===== config.mk =====
export PLATFORM = sky130hd
export DESIGN_NAME = wret_div
export DESIGN_NICKNAME = d
export VERILOG_FILES = /design/src/wret_pkg.sv /design/src/wret_div.sv
export SDC_FILE = /design/constraint.sdc
export NUM_CORES = 1
export LEC_CHECK = 0
export BUFFER_PORTS_ARGS = -buffer_cell sky130_fd_sc_hd__buf_2
export CORE_AREA = 5 5 137 139
export CTS_CLUSTER_SIZE = 25
export DETAILED_ROUTE_END_ITERATION = 7
export DIE_AREA = 0 0 142 144
export PLACE_DENSITY = 0.78
export SETUP_SLACK_MARGIN = 0.2
export SYNTH_ARGS = -nofsm -noshare
export SYNTH_HDL_FRONTEND = slang
export SYNTH_SLANG_ARGS = --single-unit

===== constraint.sdc =====
create_clock -name clk -period 6.9 [get_ports clk]
set_input_delay 2.07 -clock clk [delete_from_list [all_inputs] [get_ports clk]]
set_output_delay 2.07 -clock clk [all_outputs]
set_load 0.005 [all_outputs]

===== src/wret_pkg.sv =====
// Shared types, constants and helper functions of the windowed rate tracker.
// Used by the ring memory, the serial divider and the top level; no dependencies.
package wret_pkg;

	localparam int HISTORY_DEPTH = 10;
	localparam int SLOT_W        = $clog2(HISTORY_DEPTH);
	localparam int FILL_W        = $clog2(HISTORY_DEPTH + 1);

	localparam int COUNTER_W = 40;
	localparam int TIME_W    = 48;
	localparam int RATE_W    = 50;
	localparam int ALPHA_W   = 7;

	localparam int DIV_N_W   = RATE_W + ALPHA_W;
	localparam int DIV_D_W   = TIME_W;
	localparam int DIV_CNT_W = $clog2(DIV_N_W + 1);

	// Division of the blended sum by one hundred, one chunk of the dividend per
	// step. The remainder and the next chunk stay below 2^26, where the
	// reciprocal multiplication below is exact.
	localparam int CHUNK_W      = 19;
	localparam int DIV100_STEPS = DIV_N_W / CHUNK_W;
	localparam int DIV100_CNT_W = $clog2(DIV100_STEPS);
	localparam int STEP_W       = CHUNK_W + ALPHA_W;
	localparam int RECIP_W      = 27;
	localparam int RECIP_SHIFT  = 33;
	localparam int PROD_W       = STEP_W + RECIP_W;

	localparam logic [ALPHA_W-1:0] ALPHA_RESET  = ALPHA_W'(30);
	localparam logic [ALPHA_W-1:0] PERCENT_FULL = ALPHA_W'(100);
	localparam logic [RATE_W-1:0]  RATE_SCALE   = RATE_W'(1000);
	localparam logic [RATE_W-1:0]  RATE_MAX     = {RATE_W{1'b1}};
	localparam logic [RECIP_W-1:0] RECIP_100    = RECIP_W'(85899346);

	typedef struct packed {
		logic [TIME_W-1:0]    sample_time;
		logic [COUNTER_W-1:0] second_count;
		logic [COUNTER_W-1:0] first_count;
	} entry_t;

	typedef struct packed {
		logic               start;
		logic [DIV_N_W-1:0] dividend;
		logic [DIV_D_W-1:0] divisor;
	} div_req_t;

	typedef struct packed {
		logic               busy;
		logic               done;
		logic [DIV_N_W-1:0] quotient;
	} div_rsp_t;

	typedef enum logic {
		OP_RATE1 = 1'b0,
		OP_RATE2 = 1'b1
	} div_op_t;

	function automatic logic [COUNTER_W-1:0] abs_diff(input logic [COUNTER_W-1:0] a,
			input logic [COUNTER_W-1:0] b);
		return (a >= b) ? (a - b) : (b - a);
	endfunction

	// The product stays below 2^50 for any 40-bit magnitude.
	function automatic logic [RATE_W-1:0] scale_rate(input logic [COUNTER_W-1:0] mag);
		return RATE_W'(mag) * RATE_SCALE;
	endfunction

	function automatic logic [RATE_W-1:0] sat_rate(input logic [DIV_N_W-1:0] q);
		return (q > DIV_N_W'(RATE_MAX)) ? RATE_MAX : q[RATE_W-1:0];
	endfunction

	function automatic logic [ALPHA_W-1:0] clamp_alpha(input logic [ALPHA_W-1:0] a);
		return (a > PERCENT_FULL) ? PERCENT_FULL : a;
	endfunction

	// Weighted sum before the division by one hundred; below 100 * 2^50.
	function automatic logic [DIV_N_W-1:0] blend_sum(input logic [RATE_W-1:0] rate,
			input logic [RATE_W-1:0] avg, input logic [ALPHA_W-1:0] a);
		logic [ALPHA_W-1:0] b;
		b = PERCENT_FULL - a;
		return DIV_N_W'(a) * DIV_N_W'(rate) + DIV_N_W'(b) * DIV_N_W'(avg);
	endfunction

	// One step of the long division by one hundred. Returns the quotient chunk
	// above the new remainder.
	function automatic logic [STEP_W-1:0] div100_step(input logic [ALPHA_W-1:0] rem,
			input logic [CHUNK_W-1:0] chunk);
		logic [STEP_W-1:0]  num;
		logic [PROD_W-1:0]  prod;
		logic [CHUNK_W-1:0] quo;
		logic [STEP_W-1:0]  left;
		num  = {rem, chunk};
		prod = PROD_W'(num) * PROD_W'(RECIP_100);
		quo  = prod[RECIP_SHIFT +: CHUNK_W];
		left = num - STEP_W'(quo) * STEP_W'(PERCENT_FULL);
		return {quo, left[ALPHA_W-1:0]};
	endfunction

endpackage


===== src/wret_div.sv =====
// Restoring serial divider, one quotient bit per cycle.
// Depends on wret_pkg for the request and response structs.
module wret_div
	import wret_pkg::*;
(
	input  logic     clk,
	input  logic     arst_n,
	input  div_req_t req,
	output div_rsp_t rsp
);

	logic                 busy_q;
	logic                 done_q;
	logic [DIV_CNT_W-1:0] count_q;
	logic [DIV_N_W-1:0]   acc_q;
	logic [DIV_D_W-1:0]   rem_q;
	logic [DIV_D_W-1:0]   den_q;

	logic [DIV_D_W:0]   rem_shift;
	logic [DIV_D_W:0]   rem_diff;
	logic               fits;
	logic [DIV_D_W-1:0] rem_next;

	// The partial remainder stays below the divisor, so the difference fits.
	assign rem_shift = {rem_q, acc_q[DIV_N_W-1]};
	assign rem_diff  = rem_shift - {1'b0, den_q};
	assign fits      = rem_shift >= {1'b0, den_q};
	assign rem_next  = fits ? rem_diff[DIV_D_W-1:0] : rem_shift[DIV_D_W-1:0];

	always_ff @(posedge clk or negedge arst_n) begin
		if (!arst_n) begin
			busy_q  <= 1'b0;
			done_q  <= 1'b0;
			count_q <= '0;
		end else begin
			done_q <= 1'b0;
			if (req.start) begin
				busy_q  <= 1'b1;
				count_q <= DIV_CNT_W'(DIV_N_W);
			end else if (busy_q) begin
				count_q <= count_q - 1'b1;
				if (count_q == DIV_CNT_W'(1)) begin
					busy_q <= 1'b0;
					done_q <= 1'b1;
				end
			end
		end
	end

	// The dividend shifts out at the top while quotient bits enter at the bottom.
	always_ff @(posedge clk) begin
		if (req.start) begin
			acc_q <= req.dividend;
			rem_q <= '0;
			den_q <= req.divisor;
		end else if (busy_q) begin
			acc_q <= {acc_q[DIV_N_W-2:0], fits};
			rem_q <= rem_next;
		end
	end

	assign rsp.busy     = busy_q;
	assign rsp.done     = done_q;
	assign rsp.quotient = acc_q;

endmodule


Word-level counts from Yosys, hierarchy flattened --
Index checks and enable logic that the tools add are counted.
Word-level totals: register bits 161, output and inout bits 59, bits of input ports 108
Cells by class: add/subtract/negate cells 2, magnitude comparators 1, reductions and logical operators 1, eq/ne operators 1, multiplexer cells 11
Operators by type and width (number):
- 57-bit 2-to-1 mux | 2
- 49-bit by 48-bit greater-or-equal comparator with 1-bit output | 1
- 48-bit 2-to-1 mux | 1
- 48-bit subtractor | 1
- 6-bit 2-to-1 mux | 2
- 6-bit by 1-bit == test with 1-bit output (second input constant) | 1
- 1-bit 2-to-1 mux | 6
- 6-bit by 1-bit subtractor with 6-bit output (second input constant) | 1
- 2-bit nonzero test | 1

Longest topological paths before layout --
Gate-level depths: netlist of run 1.
depth after elaboration 4, mapped depth 13, gate-level depth less buffers 12

Least setup slack after synthesis of run 1 --
Ideal clock, no wire load.
kind input-to-reg, from input port req[105] (netlist bit), to register acc_q[0] (enable), setup slack 2.711 ns, arrival time 3.772 ns, stages on the path 3, cell sequence clkbuf_1 clkinv_1 nand2_1
On the way: longest elaborated chain between the ends 1
Ends and longest elaborated chain:
- start: declaration | RTL line wret_div.sv:8 | input div_req_t req,
- 2-bit nonzero test (no line)
- end signal: assignment | RTL line wret_div.sv:53 | acc_q <= req.dividend;
- end signal: assignment | RTL line wret_div.sv:57 | acc_q <= {acc_q[DIV_N_W-2:0], fits};
- end: declaration | RTL line wret_div.sv:15 | logic [DIV_N_W-1:0] acc_q;
No other way between the ends. A chain may end at the register's enable or synchronous reset.

Final worst setup path of run 1 --
from register den_q[9], to register rem_q[43]
On the way: longest elaborated chain between the ends 2
Ends and longest elaborated chain:
- start: declaration | RTL line wret_div.sv:17 | logic [DIV_D_W-1:0] den_q;
- start signal: assignment | RTL line wret_div.sv:55 | den_q <= req.divisor;
- 48-bit subtractor or 49-bit by 48-bit greater-or-equal comparator with 1-bit output (tied branches) | RTL line wret_div.sv:26, wret_div.sv:27
- 48-bit 2-to-1 mux (*) | RTL line wret_div.sv:28 | assign rem_next = fits ? rem_diff[DIV_D_W-1:0] : rem_shift[DIV_D_W-1:0];
- end signal: assignment | RTL line wret_div.sv:58 | rem_q <= rem_next;
- end: declaration | RTL line wret_div.sv:16 | logic [DIV_D_W-1:0] rem_q;
Every way passes the cells marked *; elsewhere a longest branch is shown, timed or not.

==> flow_metrics.env, run 1 <==
export IMPL_timing_rr_start="den_q[9]"
export IMPL_synth_nets=1114
export IMPL_critical_path_cell_chain="inv_1 -> ha_1 -> nand2_1 -> or3_1 -> a2111o_1 -> a21boi_2 -> o21ai_2 -> o21ai_2 -> buf_4 -> nand3_2 -> o32ai_1"
export IMPL_ys_seq_elements=161
export IMPL_netlist_instances=955
export IMPL_power_leakage_uw=0.00483
export IMPL_routed_wl_mm=22.3
export IMPL_hpwl_mm=16.2
export IMPL_htreeDepth=4
export IMPL_rsz0062_at_grt="no"
export IMPL_hold_path_class="reg -> reg"
export IMPL_worst_slew_pin_slew_ns=0.976
export IMPL_fin_tns_setup_ns=0
export IMPL_fp_coreArea_um2=17500
export IMPL_grt_ovfl_total=0
export IMPL_crit_path_frequent_cell="o21ai_2"
export IMPL_fin_cells=1327
export IMPL_endpoint="rem_q[43]"
export IMPL_yosysSeqAreaShare_pct=46.0
export IMPL_pwr_density_cell_nw_per_um2=385
export IMPL_synth_top_area_share_pct=33.6
export IMPL_cts_setup_buffers=0
export IMPL_required_ns=7.24
export IMPL_die_area_um2=20400
export IMPL_ys_top_cells_by_count="112 x nand2_1, 105 x edfxtp_1, 72 x nor2_1, 71 x inv_1, 63 x a21oi_1"
export IMPL_hold_viol=0
export IMPL_outcome="finished, final reports clean"
export IMPL_post_route_period_util_pct=55.4
export IMPL_synthDistinctLibCells=65
export IMPL_dp_cells=1295
export IMPL_cp_depth=11
export IMPL_startpoint="den_q[9]"
export IMPL_critPathKind="reg -> reg"
export IMPL_drt_iter0_drc=609
export IMPL_clk_insertion_delay_late_ns=0.44
export IMPL_worst_setup_path_start_kind="flop"
export IMPL_final_max_slew_viol_count=0
export IMPL_slowest_stage="o21ai_2"
export IMPL_initial_core_util_pct=53.5
export IMPL_synth_async_reset_ratio_pct=4.97
export IMPL_max_slew_margin_pct=34.9
export IMPL_crit_family="compound AO/OA/AOI/OAI gates"
export IMPL_cts_tree="yes"
export IMPL_rows=49
export IMPL_period_needed_ns=3.82
export IMPL_synth_area_top_cells="edfxtp_1 34%, dfxtp_1 10%, mux2_2 6.8%"
export IMPL_arrival_ns=4.16
export IMPL_worst_r2r_path_depth=11
export IMPL_cts_resized_gates=0
export IMPL_layout_nets=1244
export IMPL_clock_sinks=161
export IMPL_diodes=0
export IMPL_antenna_left=0
export IMPL_ys_warn_count=0
export IMPL_drive_gt1_share_pct=24.9
export IMPL_clock_skew_ns=0.0115
export IMPL_r2r_slack_ns=3.08
export IMPL_cp_max_fo=30
export IMPL_syn_area_um2=9380
export IMPL_dr_pass1_iters=5
export IMPL_path_buf_inv=2
export IMPL_synth_edf_count=105
export IMPL_power_ir_vdd_worst_v=0.000225
export IMPL_reg2reg_to="rem_q[43]"
export IMPL_setup_violations_final=0
export IMPL_crit_path_end_kind="flop"
export IMPL_ios=167
export IMPL_fp_dieH_um=144
export IMPL_port_buffer_count=166
export IMPL_grt_antenna_before_repair=0
export IMPL_clkTransAtPathRegs_ns=0.07
export IMPL_drc=0
export IMPL_grt_pass1_wl_mm=36.7
export IMPL_syn_avg_cell_area_um2=9.82
export IMPL_grt_pass1_vias=7469
export IMPL_grt_max_degree=90
export IMPL_cts_buffers=17
export IMPL_wire_per_inst_um=16.8
export IMPL_fmax_ghz=0.262
export IMPL_max_stage_delay_ns=0.63
export IMPL_yosysMostFrequentCell="nand2_1"
export IMPL_synth_top_cell_by_area="edfxtp_1"
export IMPL_die_width_um=142
export IMPL_max_clock_path_buffers=2
export IMPL_hold_buffers=0
export IMPL_routabilityCongestion=0.934
export IMPL_globalRouteTotalUtil_pct=22.1
export IMPL_via_count=7556
export IMPL_syn2layout_area_growth_pct=16.0
export IMPL_synth_ff_type="edfxtp_1"
export IMPL_drv_cap=0
export IMPL_avgViaCountPerCell=5.69
export IMPL_clockRootBuffer="clkbuf_16"
## layout by cell type, fill, tap and decap left out, types with 11 or more instances in the layout
cell type  Yosys  final
buf_2          9    165
nand2_1      112    111
edfxtp_1     105    105
nor2_1        72     72
inv_1         71     71
a21oi_1       63     63
mux2_2        57     57
ha_1          50     50
dfxtp_1       48     48
o21ai_0       29     29
a21o_1        29     29
a311oi_1      25     25
nand4_1       22     22
xor2_1        21     21
nor3_1        20     20
xnor2_1       17     17
clkbuf_16      0     17
nand3_1       12     12
a211oi_1      12     12
o21bai_1      11     11
## worst register-to-register path: cells and delay by family, from the launching register on
| family | cells | cell delay [ns] |
|---|---|---|
| AO/OA/AOI/OAI | 5 | 1.77 |
| adder cells (fa/ha/maj) | 1 | 0.39 |
| buffers and inverters | 2 | 0.49 |
| flip-flops | 1 | 0.33 |
| AND/OR/NAND/NOR | 3 | 0.74 |
## state kept, by name, summed over array words and instances, names as in the netlist
signal   flops
done_q       1
rem_q       48
acc_q       57
den_q       48
count_q      6
busy_q       1
## metal layers
| metal | GRT usage [%] | up-vias | wire length, um |
|---|---|---|---|
| li1 | - | 3735 | - |
| met1 | 29.2 | 3542 | 9680 |
| met2 | 35.5 | 253 | 10400 |
| met3 | 6.98 | 26 | 1880 |
| met4 | 5.96 | 0 | 324 |
| met5 | 0 | - | 0 |
## through the flow
stage | setup slack, ns | hold slack, ns | cell area, um^2 | util (%) | power, uW
final | 3.08 | 0.489 | 10900 | 62.1 | 4190
after global routing | 2.77 | 0.521 | 10900 | 62.1 | 4490
after CTS | 3.08 | 0.490 | 10900 | 62.1 | 4180
after detailed placement | 2.71 | 0.480 | 10300 | 58.6 | 3200
after global placement | 2.74 | 0.473 | 10300 | 58.6 | 3160
after floorplan | 2.71 | 0.459 | 9380 | - | 2800
## logic make-up after synthesis
| kind of cell | synth area share [%] |
|---|---|
| flip-flops | 46.0 |
| multiplexers | 7.27 |
| AO/OA/AOI/OAI | 16.8 |
| buffers and inverters | 5.88 |
| adder cells (fa/ha/maj) | 6.88 |
| XOR/XNOR | 3.55 |
| AND/OR/NAND/NOR | 13.6 |
## worst min-delay path by stage
stage | startpoint | to | cells past startpoint
after CTS | rem_q[1] | rem_q[1] | 2
after floorplan | rem_q[1] | rem_q[1] | 2
after detailed placement | rem_q[1] | rem_q[1] | 2
final | rem_q[1] | rem_q[1] | 2
after global placement | rem_q[29] | rem_q[29] | 2
after global routing | rem_q[9] | rem_q[10] | 2
## layout make-up
cell class / instances / area [um^2]
repair buffers: 171 / 875
fillers: 1515 / 6650
inverters: 73 / 274
clock buffers: 17 / 425
clock inverters: 15 / 188
well taps: 229 / 287
flip-flops and latches: 161 / 4320
multi-input cells: 661 / 4520
## where the power goes
group          total [uW]  switching [uW]  internal [uW]
Clock                 970             447            522
Combinational        1850            1100            741
Sequential           1370             141           1230
Total                4190            1690           2490
Power figures use the tool's default switching activity.
==> run 2: changes to the inputs <==
Settings changed: CORE_AREA 5 5 137 139 to 5 5 142 144, DIE_AREA 0 0 142 144 to 0 0 147 149, PLACE_DENSITY 0.78 to 0.76.
Clock period 6.9 ns to 3.22 ns, I/O delays scaled along.
==> run 2 against run 1 <==
  * Wire length rose by 7.9%
  * Non-clock buffer count rose by 29
  * Sequential cell count did not move
  * Critical endpoint is now rem_q[39]
  * Largest cell class unchanged
==> flow_metrics.env, run 2 (synthesized netlist as in run 1, its figures left out) <==
export IMPL_post_route_period_util_pct=90.7
export IMPL_drc=0
export IMPL_arrival_ns=3.25
export IMPL_hold_path_class="in -> async"
export IMPL_ios=167
export IMPL_grt_pass1_wl_mm=38.8
export IMPL_hpwl_mm=17.0
export IMPL_max_slew_margin_pct=39.0
export IMPL_initial_core_util_pct=50.5
export IMPL_fin_tns_setup_ns=0
export IMPL_reg_top3="acc_q x57, den_q x48, rem_q x48"
export IMPL_power_leakage_uw=0.00501
export IMPL_drive_gt1_share_pct=29.4
export IMPL_clockRootBuffer="clkbuf_16"
export IMPL_critPathKind="reg -> reg"
export IMPL_final_max_slew_viol_count=0
export IMPL_outcome="finished, final reports clean"
export IMPL_post_route_cell_area_um2=11400
export IMPL_pwr_density_cell_nw_per_um2=849
export IMPL_final_cell_mix="165 x buf_2, 110 x nand2_1, 105 x edfxtp_1"
export IMPL_max_clock_path_buffers=2
export IMPL_worst_slew_pin_slew_ns=0.915
export IMPL_wire_per_inst_um=17.7
export IMPL_worst_setup_path_start_kind="flop"
export IMPL_period_needed_ns=2.92
export IMPL_avgViaCountPerCell=5.76
export IMPL_via_count=7837
export IMPL_fp_dieH_um=149
export IMPL_cts_tree="yes"
export IMPL_drv_cap=0
export IMPL_hold_buffers=0
export IMPL_cts_buffers=17
export IMPL_clk_insertion_delay_late_ns=0.44
export IMPL_clock_sinks=161
export IMPL_rows=50
export IMPL_syn2layout_area_growth_pct=21.1
export IMPL_layout_nets=1273
export IMPL_port_buffer_count=166
export IMPL_clkTransAtPathRegs_ns=0.07
export IMPL_die_width_um=147
export IMPL_dpl_cell_area_um2=10500
export IMPL_htreeDepth=4
export IMPL_routabilityCongestion=0.897
export IMPL_setup_violations_final=0
export IMPL_globalRouteTotalUtil_pct=21.5
export IMPL_power_ir_vdd_worst_v=0.000464
export IMPL_crit_path_end_kind="flop"
export IMPL_rsz0062_at_grt="yes"
export IMPL_grt_ovfl_total=0
export IMPL_largest_register="acc_q"
export IMPL_layout_commonest_cell="buf_2"
export IMPL_grt_antenna_before_repair=1
export IMPL_largest_reg_flops=57
export IMPL_cp_max_fo=6
export IMPL_hold_viol=0
export IMPL_diodes=0
export IMPL_required_ns=3.55
export IMPL_drt_iter0_drc=522
export IMPL_grt_max_degree=89
export IMPL_die_area_um2=21900
export IMPL_dr_pass1_iters=6
export IMPL_grt_pass1_vias=7918
export IMPL_antenna_left=0
export IMPL_fp_coreArea_um2=18600
export IMPL_routed_wl_mm=24.1
export IMPL_clock_skew_ns=0.0125
export IMPL_fmax_ghz=0.342
## run 2: cell count changes in the layout (fill, tap and decap cells not counted), sizes merged
cell and change:
clkbuf +2, inv +1, clkinv -1, buf +27
## run 2: area by class of cell
class	instances	area, um^2
clock buffer	17	425
timing repair buffer	200	1160
clock inverter	15	183
inverter	73	274
fill	1537	7220
multi-input combinational	661	4710
tap	234	293
sequential	161	4320
## run 2: routing by layer
layer	global-route usage (%)	part of all wire (%)	up-vias	wire length [um]
li1	-	-	3807	-
met1	26.6	41	3694	9930
met2	36.6	49	287	11700
met3	6.05	8.2	47	1970
met4	7.22	2.0	2	474
met5	0	0.029	-	7
## run 2: critical path: stages, from the launching register on
cell      delay [ns]
edfxtp_1        0.35
inv_1           0.07
ha_2            0.31
a21oi_2         0.16
nor3b_4         0.24
a21oi_2         0.10
o31a_1          0.39
or4b_4          0.55
and3_4          0.17
nor3_1          0.16
nor3_1          0.07
o221a_2         0.24
## run 2: final timing paths
path,from,endpoint,slack [ns],cells after the start
min,arst_n,count_q[1],0.36,1
min reg2reg,rem_q[21],rem_q[22],0.50,2
max,den_q[3],rem_q[39],0.30,11
max in group asynchronous,arst_n,busy_q,2.68,1
min in group clk,rem_q[21],rem_q[22],0.50,2
max reg2reg,den_q[3],rem_q[39],0.30,11
## run 2: power by group
part,switching [uW],internal [uW]
sequential,318,2640
clock,973,1120
combinational,2600,2000
total,3890,5760
## run 2: repair_timing
item                       in CTS  in global routing
setup endpoints to repair      18                 47
buffers inserted                1                  1
cloned                          0                  2
pin swaps                       1                  8
gates resized for setup         8                 28
## run 2: per-stage QoR
stage / util [%] / hold WS [ns] / setup WS (ns) / std cells / power, uW
finish: 61.2 / 0.357 / 0.300 / 1361 / 9650
global route: 61.2 / 0.350 / 0.171 / 1361 / 10300
CTS: 60.2 / 0.349 / 0.201 / 1358 / 9290
detailed placement: 56.5 / 0.489 / 0.0536 / 1325 / 7110
global placement: 56.5 / 0.476 / 0.169 / 1325 / 7040
floorplan: - / 0.459 / 0.453 / 955 / 6000
==> run 3: changes to the inputs <==
Settings changed: CAP_MARGIN set to 20, CELL_PAD_IN_SITES_DETAIL_PLACEMENT set to 0, CELL_PAD_IN_SITES_GLOBAL_PLACEMENT set to 2, CORE_AREA 5 5 142 144 to 5 5 178 180, DIE_AREA 0 0 147 149 to 0 0 183 185, PLACE_DENSITY 0.76 to unset, PLACE_DENSITY_LB_ADDON set to 0.1.
==> run 3 against run 2 <==
  * Sequential power barely moved
  * Total power is 6.9% higher
  * Critical path depth up 2
  * First-iteration DRC count fell by 35%
  * Critical path type unchanged
  * Highest routed layer unchanged
==> flow_metrics.env, run 3 (synthesized netlist as in run 1, its figures left out) <==
export IMPL_fin_cells=1561
export IMPL_largest_register="acc_q"
export IMPL_slowest_stage="edfxtp_1"
export IMPL_hold_buffers=0
export IMPL_rows=64
export IMPL_fin_tns_setup_ns=0
export IMPL_pwr_density_cell_nw_per_um2=860
export IMPL_cts_buffers=17
export IMPL_reg_top3="acc_q x57, den_q x48, rem_q x48"
export IMPL_crit_family="compound AO/OA/AOI/OAI gates"
export IMPL_cts_tree="yes"
export IMPL_grt_antenna_before_repair=2
export IMPL_max_stage_delay_ns=0.36
export IMPL_cp_max_fo=12
export IMPL_initial_core_util_pct=31.2
export IMPL_power_ir_vdd_worst_v=0.000487
export IMPL_drt_iter0_drc=339
export IMPL_critical_path_cell_chain="inv_1 -> ha_1 -> buf_4 -> nand2_1 -> o21bai_1 -> a211o_1 -> a311o_1 -> a21oi_2 -> o21ai_4 -> buf_4 -> clkbuf_16 -> and3_1 -> o31a_1"
export IMPL_dr_pass1_iters=5
export IMPL_fmax_ghz=0.346
export IMPL_dpl_cell_area_um2=10900
export IMPL_port_buffer_count=166
export IMPL_arrival_ns=3.23
export IMPL_antenna_left=0
export IMPL_grt_ovfl_total=0
export IMPL_p_clk_share_pct=20.7
export IMPL_grt_pass1_vias=7890
export IMPL_crit_path_frequent_cell="buf_4"
export IMPL_worst_setup_path_start_kind="flop"
export IMPL_crit_path_end_kind="flop"
export IMPL_final_cell_mix="166 x buf_2, 110 x nand2_1, 105 x edfxtp_1"
export IMPL_final_max_slew_viol_count=0
export IMPL_setup_violations_final=0
export IMPL_clkTransAtPathRegs_ns=0.07
export IMPL_fill_cells=3096
export IMPL_clk_insertion_delay_late_ns=0.44
export IMPL_clock_sinks=161
export IMPL_wire_per_inst_um=17.8
export IMPL_drive_gt1_share_pct=32.5
export IMPL_layout_commonest_cell="buf_2"
export IMPL_hold_viol=0
export IMPL_combinationalPowerShare_pct=50.7
export IMPL_largest_reg_flops=57
export IMPL_htreeDepth=4
export IMPL_drc=0
export IMPL_rsz0062_at_grt="yes"
export IMPL_hpwl_mm=20.0
export IMPL_dp_slack_ns=0.138
export IMPL_utilization_pct=40.0
export IMPL_syn2layout_area_growth_pct=27.9
export IMPL_outcome="finished, final reports clean"
export IMPL_hold_path_class="in -> async"
export IMPL_routed_wl_mm=27.8
export IMPL_swShare_pct=40.0
export IMPL_globalRouteTotalUtil_pct=15.9
export IMPL_power_switching_uw=4130
export IMPL_grt_max_degree=65
export IMPL_power_internal_uw=6190
export IMPL_fp_dieH_um=185
export IMPL_die_width_um=183
export IMPL_power_leakage_uw=0.00521
export IMPL_fp_coreArea_um2=30000
export IMPL_layout_nets=1309
export IMPL_max_clock_path_buffers=2
export IMPL_clockRootBuffer="clkbuf_16"
export IMPL_dp_cells=1510
export IMPL_avgViaCountPerCell=4.91
export IMPL_required_ns=3.56
export IMPL_max_slew_margin_pct=53.7
export IMPL_post_route_cell_area_um2=12000
export IMPL_routabilityCongestion=0.781
export IMPL_ios=167
export IMPL_die_area_um2=33900
export IMPL_setup_ws_ns=0.332
export IMPL_period_needed_ns=2.89
export IMPL_post_route_period_util_pct=89.7
export IMPL_via_count=7671
export IMPL_drv_cap=0
export IMPL_pwr_share_seq_pct=28.6
export IMPL_clock_skew_ns=0.0114
export IMPL_critPathKind="reg -> reg"
export IMPL_worst_slew_pin_slew_ns=0.694
export IMPL_grt_pass1_wl_mm=43.1
export IMPL_path_buf_inv=4
-- run 3: changes by cell type in the layout (fill, tap and decap cells not counted), sizes merged --
cell | previous run | this run
clkinvlp | 1 | 3
diode | 0 | 2
bufinv | 1 | 2
clkbuf | 19 | 21
clkinv | 6 | 4
inv | 80 | 78
buf | 198 | 233
-- run 3: final timing paths --
check                      startpoint         end  slack (ns)  cells after the start
setup / recovery            den_q[40]   rem_q[12]        0.33                     13
setup reg to reg            den_q[40]   rem_q[12]        0.33                     13
hold / removal                 arst_n  count_q[3]        0.35                      1
min in group clk            rem_q[29]   rem_q[29]        0.50                      2
hold reg to reg             rem_q[29]   rem_q[29]        0.50                      2
max in group asynchronous      arst_n      busy_q        2.68                      1
-- run 3: power by group through the flow --
stage               clock (uW)  sequential, uW  combinational, uW
finish                    2140            2950               5230
CTS                       2210            2930               4710
global route              2320            3000               5780
detailed placement           0            2970               4630
global placement             0            2970               4680
floorplan                    0            2900               3100
-- run 3: through the flow --
stage	power [uW]	hold WS (ns)
floorplan	6000	0.459
global placement	7650	0.477
global route	11100	0.332
detailed placement	7600	0.482
CTS	9860	0.334
finish	10300	0.354
-- run 3: what timing repair did --
action / CTS / global route
buffers inserted: 3 / 10
gates resized for setup: 8 / 47
endpoints found under the setup margin: 27 / 47
pin swaps: 2 / 20
gates cloned: 0 / 4
-- run 3: final cells by class --
| class | instances | area, um^2 | area share (%) |
|---|---|---|---|
| Multi-Input combinational cell | 661 | 4820 | 40.2 |
| Sequential cell | 161 | 4320 | 36.0 |
| Timing Repair Buffer | 236 | 1490 | 12.4 |
| Tap cell | 396 | 495 | 4.13 |
| Clock buffer | 18 | 439 | 3.66 |
| Inverter | 73 | 274 | 2.28 |
| Clock inverter | 14 | 165 | 1.38 |
| Antenna cell | 2 | 5.00 | 0.0417 |
-- run 3: layer usage --
layer,vias to the layer above,GRT usage [%],routed length (um)
met1,3618,20.9,13000
met3,16,5.64,1770
met4,2,3.81,275
met2,162,25.4,12700
li1,3873,-,-
met5,-,0,7
